==> src/design/bpcq_pkg.sv <==
// Package for the button press classifier queue: sizes, codes and transfer types.
package bpcq_pkg;

    localparam int NUM_BUTTONS = 8;
    localparam int QUEUE_DEPTH = 8;
    localparam int BTN_W       = 3;
    localparam int PTR_W       = $clog2(QUEUE_DEPTH);
    localparam int ADDR_W      = 4;
    localparam int DATA_W      = 32;

    localparam int TICK_W  = 10;
    localparam int LIMIT_W = 16;
    localparam int COUNT_W = 4;

    localparam logic [TICK_W-1:0]  TICK_PERIOD_RST = TICK_W'(10);
    localparam logic [LIMIT_W-1:0] SHORT_LIMIT_RST = LIMIT_W'(50);
    localparam logic [LIMIT_W-1:0] LONG_LIMIT_RST  = LIMIT_W'(500);
    localparam logic [COUNT_W-1:0] BURST_START_RST = COUNT_W'(3);

    typedef enum logic {
        CMD_SAMPLE = 1'b0,
        CMD_READ   = 1'b1
    } t_cmd;

    typedef enum logic [1:0] {
        KIND_SHORT = 2'd0,
        KIND_LONG  = 2'd1,
        KIND_BURST = 2'd2,
        KIND_END   = 2'd3
    } t_kind;

    typedef enum logic [1:0] {
        REG_TICK_PERIOD = 2'd0,
        REG_SHORT_LIMIT = 2'd1,
        REG_LONG_LIMIT  = 2'd2,
        REG_BURST_START = 2'd3
    } t_reg_idx;

    typedef struct packed {
        logic             cmd;
        logic [BTN_W-1:0] button_index;
        logic             pressed;
    } t_in_item;

    typedef struct packed {
        logic             event_valid;
        logic [1:0]       event_kind;
        logic [BTN_W-1:0] event_button;
    } t_out_item;

    typedef struct packed {
        logic [1:0]       kind;
        logic [BTN_W-1:0] button;
    } t_event;

endpackage

==> src/design/button_press_classifier_queue.sv <==
// Button press classifier with event queue: top level.
//
// Usage. The input channel (i_in_valid, o_in_stall, i_in_data) carries commands. A sample
// command gives one button's level for one tick; the block advances that button's hold
// timer, and on a long limit or a release it queues short, long, burst and end events.
// A read command takes the oldest event from an eight-slot queue (one slot stays unused)
// and produces one result on the output channel (o_out_valid, i_out_stall, o_out_data);
// an empty queue gives a result with event_valid low. Samples produce no result.
// Registers (tick period, short limit, long limit, burst start) sit on an APB-style port
// at byte addresses 0, 4, 8 and 12; write them only while the block is idle.
// Throughput: one command per cycle while o_in_stall is low. Each sample touches one
// button entry and at most two queue slots, each read one slot, all settled in
// combinational logic ahead of the state registers. Read results are registered.
// Stall: while the receiver stalls, the held result stays put and one more result may
// be parked in a skid register; o_in_stall rises only when that skid register is full.
// Reset: clears all hold timers and long counts, empties the queue and both output
// registers, and restores register defaults. Queue slot contents are not cleared.
module button_press_classifier_queue (
    input  logic                          i_clk,
    input  logic                          i_rst_n,
    input  logic                          i_in_valid,
    output logic                          o_in_stall,
    input  bpcq_pkg::t_in_item            i_in_data,
    output logic                          o_out_valid,
    input  logic                          i_out_stall,
    output bpcq_pkg::t_out_item           o_out_data,
    input  logic                          psel,
    input  logic                          penable,
    input  logic                          pwrite,
    input  logic [bpcq_pkg::ADDR_W-1:0]   paddr,
    input  logic [bpcq_pkg::DATA_W-1:0]   pwdata,
    output logic [bpcq_pkg::DATA_W-1:0]   prdata,
    output logic                          pready
);

    localparam int BW = bpcq_pkg::BTN_W;
    localparam int PW = bpcq_pkg::PTR_W;
    localparam int LW = bpcq_pkg::LIMIT_W;
    localparam int CW = bpcq_pkg::COUNT_W;
    localparam int TW = bpcq_pkg::TICK_W;
    localparam logic [PW-1:0] LAST_SLOT = PW'(bpcq_pkg::QUEUE_DEPTH - 1);

    // Configuration registers
    logic [TW-1:0] r_tick_period;
    logic [LW-1:0] r_short_limit;
    logic [LW-1:0] r_long_limit;
    logic [CW-1:0] r_burst_start;

    // Per-button state
    logic [LW-1:0] r_hold [bpcq_pkg::NUM_BUTTONS];
    logic [CW-1:0] r_lcnt [bpcq_pkg::NUM_BUTTONS];

    // Event queue
    bpcq_pkg::t_event r_store [bpcq_pkg::QUEUE_DEPTH];
    logic [PW-1:0]    r_head;
    logic [PW-1:0]    r_tail;

    // Output register and skid register
    logic                r_out_valid;
    bpcq_pkg::t_out_item r_out_data;
    logic                r_skid_valid;
    bpcq_pkg::t_out_item r_skid_data;

    function automatic logic [PW-1:0] next_slot(input logic [PW-1:0] p);
        return (p == LAST_SLOT) ? '0 : p + PW'(1);
    endfunction

    // ---------------- configuration port ----------------
    logic cfg_wr;
    assign cfg_wr = psel && penable && pwrite;
    assign pready = 1'b1;

    always_ff @(posedge i_clk) begin
        if (!i_rst_n) begin
            r_tick_period <= bpcq_pkg::TICK_PERIOD_RST;
            r_short_limit <= bpcq_pkg::SHORT_LIMIT_RST;
            r_long_limit  <= bpcq_pkg::LONG_LIMIT_RST;
            r_burst_start <= bpcq_pkg::BURST_START_RST;
        end else if (cfg_wr) begin
            unique case (bpcq_pkg::t_reg_idx'(paddr[3:2]))
                bpcq_pkg::REG_TICK_PERIOD: r_tick_period <= pwdata[TW-1:0];
                bpcq_pkg::REG_SHORT_LIMIT: r_short_limit <= pwdata[LW-1:0];
                bpcq_pkg::REG_LONG_LIMIT:  r_long_limit  <= pwdata[LW-1:0];
                bpcq_pkg::REG_BURST_START: r_burst_start <= pwdata[CW-1:0];
            endcase
        end
    end

    always_comb begin
        unique case (bpcq_pkg::t_reg_idx'(paddr[3:2]))
            bpcq_pkg::REG_TICK_PERIOD: prdata = {{(bpcq_pkg::DATA_W-TW){1'b0}}, r_tick_period};
            bpcq_pkg::REG_SHORT_LIMIT: prdata = {{(bpcq_pkg::DATA_W-LW){1'b0}}, r_short_limit};
            bpcq_pkg::REG_LONG_LIMIT:  prdata = {{(bpcq_pkg::DATA_W-LW){1'b0}}, r_long_limit};
            bpcq_pkg::REG_BURST_START: prdata = {{(bpcq_pkg::DATA_W-CW){1'b0}}, r_burst_start};
        endcase
    end

    // ---------------- input transfer ----------------
    logic          in_xfer;
    logic          is_read;
    logic          is_sample;
    logic [BW-1:0] btn;

    assign o_in_stall = r_skid_valid;
    assign in_xfer    = i_in_valid && !r_skid_valid;
    assign btn        = i_in_data.button_index;
    assign is_read    = in_xfer && (i_in_data.cmd == bpcq_pkg::CMD_READ);
    assign is_sample  = in_xfer && (i_in_data.cmd == bpcq_pkg::CMD_SAMPLE)
                        && ({1'b0, btn} < (BW+1)'(bpcq_pkg::NUM_BUTTONS));

    // ---------------- per-button classification ----------------
    logic [LW-1:0] cur_hold;
    logic [CW-1:0] cur_lcnt;
    logic [LW:0]   hold_sum;
    logic [LW-1:0] hold_sat;
    logic          reach_short;
    logic [LW-1:0] n_hold;
    logic [CW-1:0] n_lcnt;
    logic          ev_a_valid;
    logic [1:0]    ev_a_kind;
    logic          ev_b_valid;

    assign cur_hold    = r_hold[btn];
    assign cur_lcnt    = r_lcnt[btn];
    assign hold_sum    = {1'b0, cur_hold} + {{(LW+1-TW){1'b0}}, r_tick_period};
    // Saturate the timer at its full scale
    assign hold_sat    = hold_sum[LW] ? '1 : hold_sum[LW-1:0];
    assign reach_short = cur_hold >= r_short_limit;

    always_comb begin
        n_hold     = cur_hold;
        n_lcnt     = cur_lcnt;
        ev_a_valid = 1'b0;
        ev_a_kind  = bpcq_pkg::KIND_SHORT;
        ev_b_valid = 1'b0;
        if (i_in_data.pressed) begin
            n_hold = hold_sat;
            if (hold_sat >= r_long_limit) begin
                // Long limit reached: fire long or burst, restart the timer
                ev_a_valid = 1'b1;
                n_hold     = '0;
                if (cur_lcnt >= r_burst_start) begin
                    ev_a_kind = bpcq_pkg::KIND_BURST;
                end else begin
                    ev_a_kind = bpcq_pkg::KIND_LONG;
                    n_lcnt    = cur_lcnt + CW'(1);
                end
            end
        end else begin
            // Release without a long press: short then end once the short limit is met.
            // After a long press: end on the short limit, and again on a cleared timer.
            ev_a_valid = reach_short;
            ev_a_kind  = (cur_lcnt == '0) ? bpcq_pkg::KIND_SHORT : bpcq_pkg::KIND_END;
            ev_b_valid = (cur_lcnt == '0) ? reach_short : (cur_hold == '0);
            n_hold     = '0;
            n_lcnt     = '0;
        end
    end

    // ---------------- enqueue, up to two events ----------------
    logic             wr_a;
    logic             wr_b;
    logic [PW-1:0]    addr_b;
    logic [PW-1:0]    n_head;
    bpcq_pkg::t_event ev_a;
    bpcq_pkg::t_event ev_b;

    assign ev_a = '{kind: ev_a_kind, button: btn};
    assign ev_b = '{kind: bpcq_pkg::KIND_END, button: btn};

    always_comb begin
        wr_a   = is_sample && ev_a_valid && (next_slot(r_head) != r_tail);
        addr_b = wr_a ? next_slot(r_head) : r_head;
        wr_b   = is_sample && ev_b_valid && (next_slot(addr_b) != r_tail);
        n_head = wr_b ? next_slot(addr_b) : addr_b;
    end

    // ---------------- dequeue ----------------
    logic                q_empty;
    bpcq_pkg::t_out_item rd_item;

    assign q_empty = (r_head == r_tail);

    always_comb begin
        rd_item = '0;
        if (!q_empty) begin
            rd_item.event_valid  = 1'b1;
            rd_item.event_kind   = r_store[r_tail].kind;
            rd_item.event_button = r_store[r_tail].button;
        end
    end

    // ---------------- state update ----------------
    always_ff @(posedge i_clk) begin
        if (!i_rst_n) begin
            for (int i = 0; i < bpcq_pkg::NUM_BUTTONS; i++) begin
                r_hold[i] <= '0;
                r_lcnt[i] <= '0;
            end
            r_head <= '0;
            r_tail <= '0;
        end else begin
            if (is_sample) begin
                r_hold[btn] <= n_hold;
                r_lcnt[btn] <= n_lcnt;
                r_head      <= n_head;
            end
            if (is_read && !q_empty) begin
                r_tail <= next_slot(r_tail);
            end
        end
    end

    // Slot contents need no reset: only written slots are ever read
    always_ff @(posedge i_clk) begin
        if (wr_a) begin
            r_store[r_head] <= ev_a;
        end
        if (wr_b) begin
            r_store[addr_b] <= ev_b;
        end
    end

    // ---------------- output register and skid ----------------
    logic out_free;
    assign out_free = !r_out_valid || !i_out_stall;

    always_ff @(posedge i_clk) begin
        if (!i_rst_n) begin
            r_out_valid  <= 1'b0;
            r_skid_valid <= 1'b0;
        end else begin
            if (r_skid_valid) begin
                // Drain the skid register once the held result is taken
                if (out_free) begin
                    r_out_valid  <= 1'b1;
                    r_skid_valid <= 1'b0;
                end
            end else if (is_read) begin
                if (out_free) begin
                    r_out_valid <= 1'b1;
                end else begin
                    r_skid_valid <= 1'b1;
                end
            end else if (out_free) begin
                r_out_valid <= 1'b0;
            end
        end
    end

    always_ff @(posedge i_clk) begin
        if (r_skid_valid) begin
            if (out_free) begin
                r_out_data <= r_skid_data;
            end
        end else if (is_read) begin
            if (out_free) begin
                r_out_data <= rd_item;
            end else begin
                r_skid_data <= rd_item;
            end
        end
    end

    assign o_out_valid = r_out_valid;
    assign o_out_data  = r_out_data;

endmodule

==> config.mk <==
export PLATFORM = sky130hd
export DESIGN_NAME = button_press_classifier_queue
export DESIGN_NICKNAME = d
export VERILOG_FILES = /design/src/design/bpcq_pkg.sv /design/src/design/button_press_classifier_queue.sv
export SDC_FILE = /design/constraint.sdc
export NUM_CORES = 1
export LEC_CHECK = 0
export ABC_CLOCK_PERIOD_IN_PS = 8600
export BUFFER_PORTS_ARGS = -buffer_cell sky130_fd_sc_hd__buf_2
export CAP_MARGIN = 15
export CORE_MARGIN = 4
export CORE_UTILIZATION = 35
export CTS_CLUSTER_SIZE = 12
export DETAILED_ROUTE_END_ITERATION = 8
export SKIP_LAST_GASP = 1
export SYNTH_ARGS = -nofsm -noshare
export SYNTH_HDL_FRONTEND = slang
export SYNTH_SLANG_ARGS = --single-unit
==> constraint.sdc <==
create_clock -name i_clk -period 8.6 [get_ports i_clk]
set_input_delay 0.43 -clock i_clk [delete_from_list [all_inputs] [get_ports i_clk]]
set_output_delay 0.43 -clock i_clk [all_outputs]
set_load 0.1 [all_outputs]
; After elaboration in Yosys (flattened, before gate mapping)
; Memories as Yosys holds them, arrays and structs flattened. A register that Yosys moved wholly into a read port is not among the register bits.
; Cells that the tools add are included.
[word_totals]
register_bits = 66
mem_bits_rw = 200
input_bits = 48
word_cells = 113
mem_count = 3
[memory_table]
columns = name, depth, width, read_ports, rd_clocked_by_memory_dff, write_ports, line_no
row1 = r_hold, 8, 16, 1, 0, 8, button_press_classifier_queue.sv:50  ; logic [LW-1:0] r_hold [bpcq_pkg::NUM_BUTTONS];
row2 = r_store, 8, 5, 1, 1, 2, button_press_classifier_queue.sv:54  ; bpcq_pkg::t_event r_store [bpcq_pkg::QUEUE_DEPTH];
row3 = r_lcnt, 8, 4, 1, 0, 8, button_press_classifier_queue.sv:51  ; logic [CW-1:0] r_lcnt [bpcq_pkg::NUM_BUTTONS];
[classes]
add_sub_neg = 5
n_lt_le_gt_ge = 3
eq_ne = 9
mux = 48
bitwise = 3
n_reduce_logical = 28
[ops]
columns = operator, count
row1 = 32-bit case mux with 4 select lines, 1
row2 = 16-bit two-way mux, 4
row3 = 16-bit greater-or-equal comparator, 2
row4 = 6-bit two-way mux, 5
row5 = 3-bit two-way mux, 9
row6 = 1-bit two-way mux, 21
row7 = 16-bit by 10-bit adder with 17-bit output, 1
row8 = 16-bit zero test, 1
row9 = 4-bit two-way mux, 4
row10 = 16-bit OR reduction, 1
row11 = 1-bit logical AND, 10
row12 = 2-bit AND reduction, 5
row13 = 3-bit by 1-bit adder with 3-bit output (second input constant), 3
row14 = 3-bit == test (second input constant), 3
row15 = 2-bit two-way mux, 4
row16 = 3-bit != test, 2
row17 = 4-bit by 1-bit adder with 4-bit output (second input constant), 1
row18 = 2-bit == test (second input constant), 2
row19 = 4-bit greater-or-equal comparator, 1
row20 = 1-bit zero test, 4
row21 = 4-bit zero test, 1
row22 = 4-bit OR reduction, 1
row23 = 3-bit == test, 1
row24 = 1-bit inverter, 3
row25 = other kinds (6), 6

; Depth between registers and ports, before layout
; An unclocked memory read counts as a cell.
[logic_depth]
word_depth = 15
mapped_depth = 37
ltp_nobuf = 30

; Worst setup path after synthesis
; No wires, ideal clock.
[synth_path]
path_kind = in2reg
start = in i_in_data[1] (netlist name)
end = mem r_store[3][0] (netlist name), enable pin
setup_ns = 0.304
t_arrival_ns = 8.408
required_ns = 8.296
path_slack_ns = -0.113
cell_stages = 35
path_buffers = 7
path_cell_list = buf_4 > buf_2 > mux2_2 > a221oi_1 > o21ai_0 > ha_1 > fa_1 > a21o_1 > a21oi_1 > o21ai_0 > a21oi_1 > o21ai_0 > and4_1 > clkbuf_1 > clkbuf_1 > a21oi_1 > inv_1 > ha_1 > a21oi_1 > a2111oi_0 > o21ai_0 > o21a_1 > clkbuf_1 > nor3_1 > clkbuf_1 > mux2_2 > ha_1 > ha_1 > xor2_1 > nor4b_1 > nor2b_1 > a222oi_1 > buf_4 > nand4_2 > nand2_1
[synth_lines]
columns = item, line_no
row1 = start: declaration, button_press_classifier_queue.sv:23  ; input bpcq_pkg::t_in_item i_in_data,
row2 = end: declaration, button_press_classifier_queue.sv:54

==> impl_metrics.toml <==
[critical_path]
crit_fanout = 13
cp-end-kind = "flip-flop"
arrival_ns = 8.19
reg2reg_depth = 29
critPathSlowestCell = "a2111oi_1"
path_class = "flip-flop to flip-flop"
slowest_delay_ns = 0.52
critPathRequiredTime_ns = 8.86
worstSetupStartpointType = "flip-flop"

[status]
status = "finished clean"

[die]
fp-row-count = 72
coreArea_mm2 = 0.0391
die-height_um = 208
die_area_mm2 = 0.0433
die_w_um = 208
initial_core_util = 0.358
ios = 89

[timing]
rsz0062_at_grt = "no"
setup_viol = 0
hold_violations = 0
worst_slew_pin_slew_ns = 1.13
slew_headroom = 0.248
clock_skew_ns = 0.0132
timing.fmax_ghz = 0.126
min_period_ns = 7.93
slew_violations = 0
fin_crit_sh = 0.922
tns_ns = 0

[pwr]
p_per_area_mw_per_mm2 = 205
ir_drop_v = 0.000157
p_leak_uw = 0.00639

[hold_path]
hp-class = "input port to flip-flop"
holdPathStages = 3

[routing]
ant_nets = 0
drt_pass1_iterations = 7
vias = 10156
routed_wl_mm = 37.2
post_drt_via_cell_ratio = 5.33
drc = 0
first_iter_violations = 845
wl_per_cell_um = 19.5

[final_layout]
nets = 1471
antenna_cells = 0
drive_gt1_frac = 0.156
final_core_util = 0.408
area_delta_synth_final_pct = 14.0
final_cell_mix = "edfxtp_1 (196), nand2_1 (171), nor2_1 (146), a21oi_1 (86), dfxtp_1 (73)"
final_common_cell = "edfxtp_1"

[grt]
overflow = 0
grt_busiest_layer = "met2"
grtUsageTotal = 0.167
antenna_found_initial = 0
grt_use_met3 = 0.0226
grt_pass1_wl_mm = 57.8
grtUsageMet2 = 0.278
grtUsageMet1 = 0.229
grt_pass1_vias = 10018
grt_max_degree = 67

[clock_network]
ctsHoldBuffers = 0
numCtsBuffers = 29
clockRootBuffer = "clkbuf_16"
cts_buffer_depth = 3
clock_latency_ns = 0.56
cts.clk_slew.worst_paths_ns = 0.06
cts_resized = 0
htreeDepth = 1
post_cts_buffers = 0
cts_tree = "yes"
clock-sinks = 269

[yosys]
synth_enable_flop_cells = 196
yosysWarnings = 0
syn_avg_cell_area_um2 = 10.8
synth_seq_area_share = 0.525
synth-seq-cells = 269
netlist_area_mm2 = 0.0140
synth_cell_types = 65
synthCells = 1301
async_reset_ff_frac = 0
synthFlopType = "edfxtp_1"

[placed_design]
port_buffers = 53
gp_congestion = 0.819
dp_hpwl_mm = 25.6

[job]
cap_violations = 0
state kept, by name (all words and copies together) (netlist names), named ones only:
signal / count
r_head: 3
r_burst_start: 4
r_short_limit: 16
r_store: 40
o_out_valid: 1
r_long_limit: 16
r_hold: 128
o_out_data: 6
o_in_stall: 1
r_lcnt: 32
r_skid_data: 6
r_tail: 3
r_tick_period: 10
worst paths after layout:
kind / start / to / slack (ns)
worst max-delay path: r_hold[1][0] / r_store[0][0] / 0.67
worst min-delay path: pwdata[13] / r_long_limit[13] / 0.12
worst max register to register: r_hold[1][0] / r_store[0][0] / 0.67
worst min register to register: r_store[2][3] / r_store[2][3] / 0.47
power breakdown:
group          switching [uW]  internal (uW)  leakage (uW)  total [uW]
registers                31.5           1450       0.00256        1490
clock network             512            725      0.000456        1240
logic                     361            184       0.00338         546
per-stage QoR:
step                      setup slack [ns]  instances  area (um2)  total power, uW  hold WS (ns)
after floorplan                     0.0189       1316       14100             1890         0.439
after global placement               0.144       1855       15000             2050         0.452
after detailed placement            0.0524       1855       15000             2060         0.458
after CTS                            0.449       1906       15900             3290         0.108
after global routing                0.0439       1906       16000             3400         0.134
final                                0.668       1906       16000             3270         0.124
area by class of cell:
type	count	area, um2
Inverter	69	259
Fill cell	3840	23100
Sequential cell	269	7350
Timing Repair Buffer	112	721
Clock inverter	12	105
Clock buffer	39	825
Multi-Input combinational cell	887	6050
Tap cell	518	648
worst max-delay path, delay by kind of cell, from the launching register on:
family / cells / cell delay, ns
AND/OR/NAND/NOR: 6 / 1.36
AO/OA/AOI/OAI: 13 / 3.17
buffers and inverters: 2 / 0.37
adder cells (fa/ha/maj): 5 / 1.48
XOR/XNOR: 1 / 0.22
flip-flops: 1 / 0.36
multiplexers: 2 / 0.67
per-layer routing:
metal / vias to the layer above / share of wire
met5: - / 0
met4: 0 / 0.027
met3: 62 / 0.053
met2: 309 / 0.48
met1: 4976 / 0.44
li1: 4809 / -
cell usage after synthesis (all sizes together), types with 31 or more instances:
master	instances	area (um2)
nand2	171	642
mux2i	51	510
ha	54	676
buf	41	239
a21oi	86	430
edfxtp	196	5890
mux4	31	698
inv	69	259
nor2	146	548
nand3	31	155
clkbuf	50	188
a21boi	34	255
dfxtp	73	1460
cells by family (layout without fill, tap and decap cells):
kind of cell / Yosys count / count (layout) / synth area share
AO/OA/AOI/OAI: 248 / 248 / 0.117
XOR/XNOR: 22 / 22 / 0.0138
adder cells (fa/ha/maj): 55 / 55 / 0.0497
buffers and inverters: 160 / 232 / 0.0490
flip-flops: 269 / 269 / 0.525
multiplexers: 102 / 102 / 0.102
other: 2 / 17 / 0.000537
AND/OR/NAND/NOR: 443 / 443 / 0.142
Note: power is estimated with default switching activity, not from simulation.
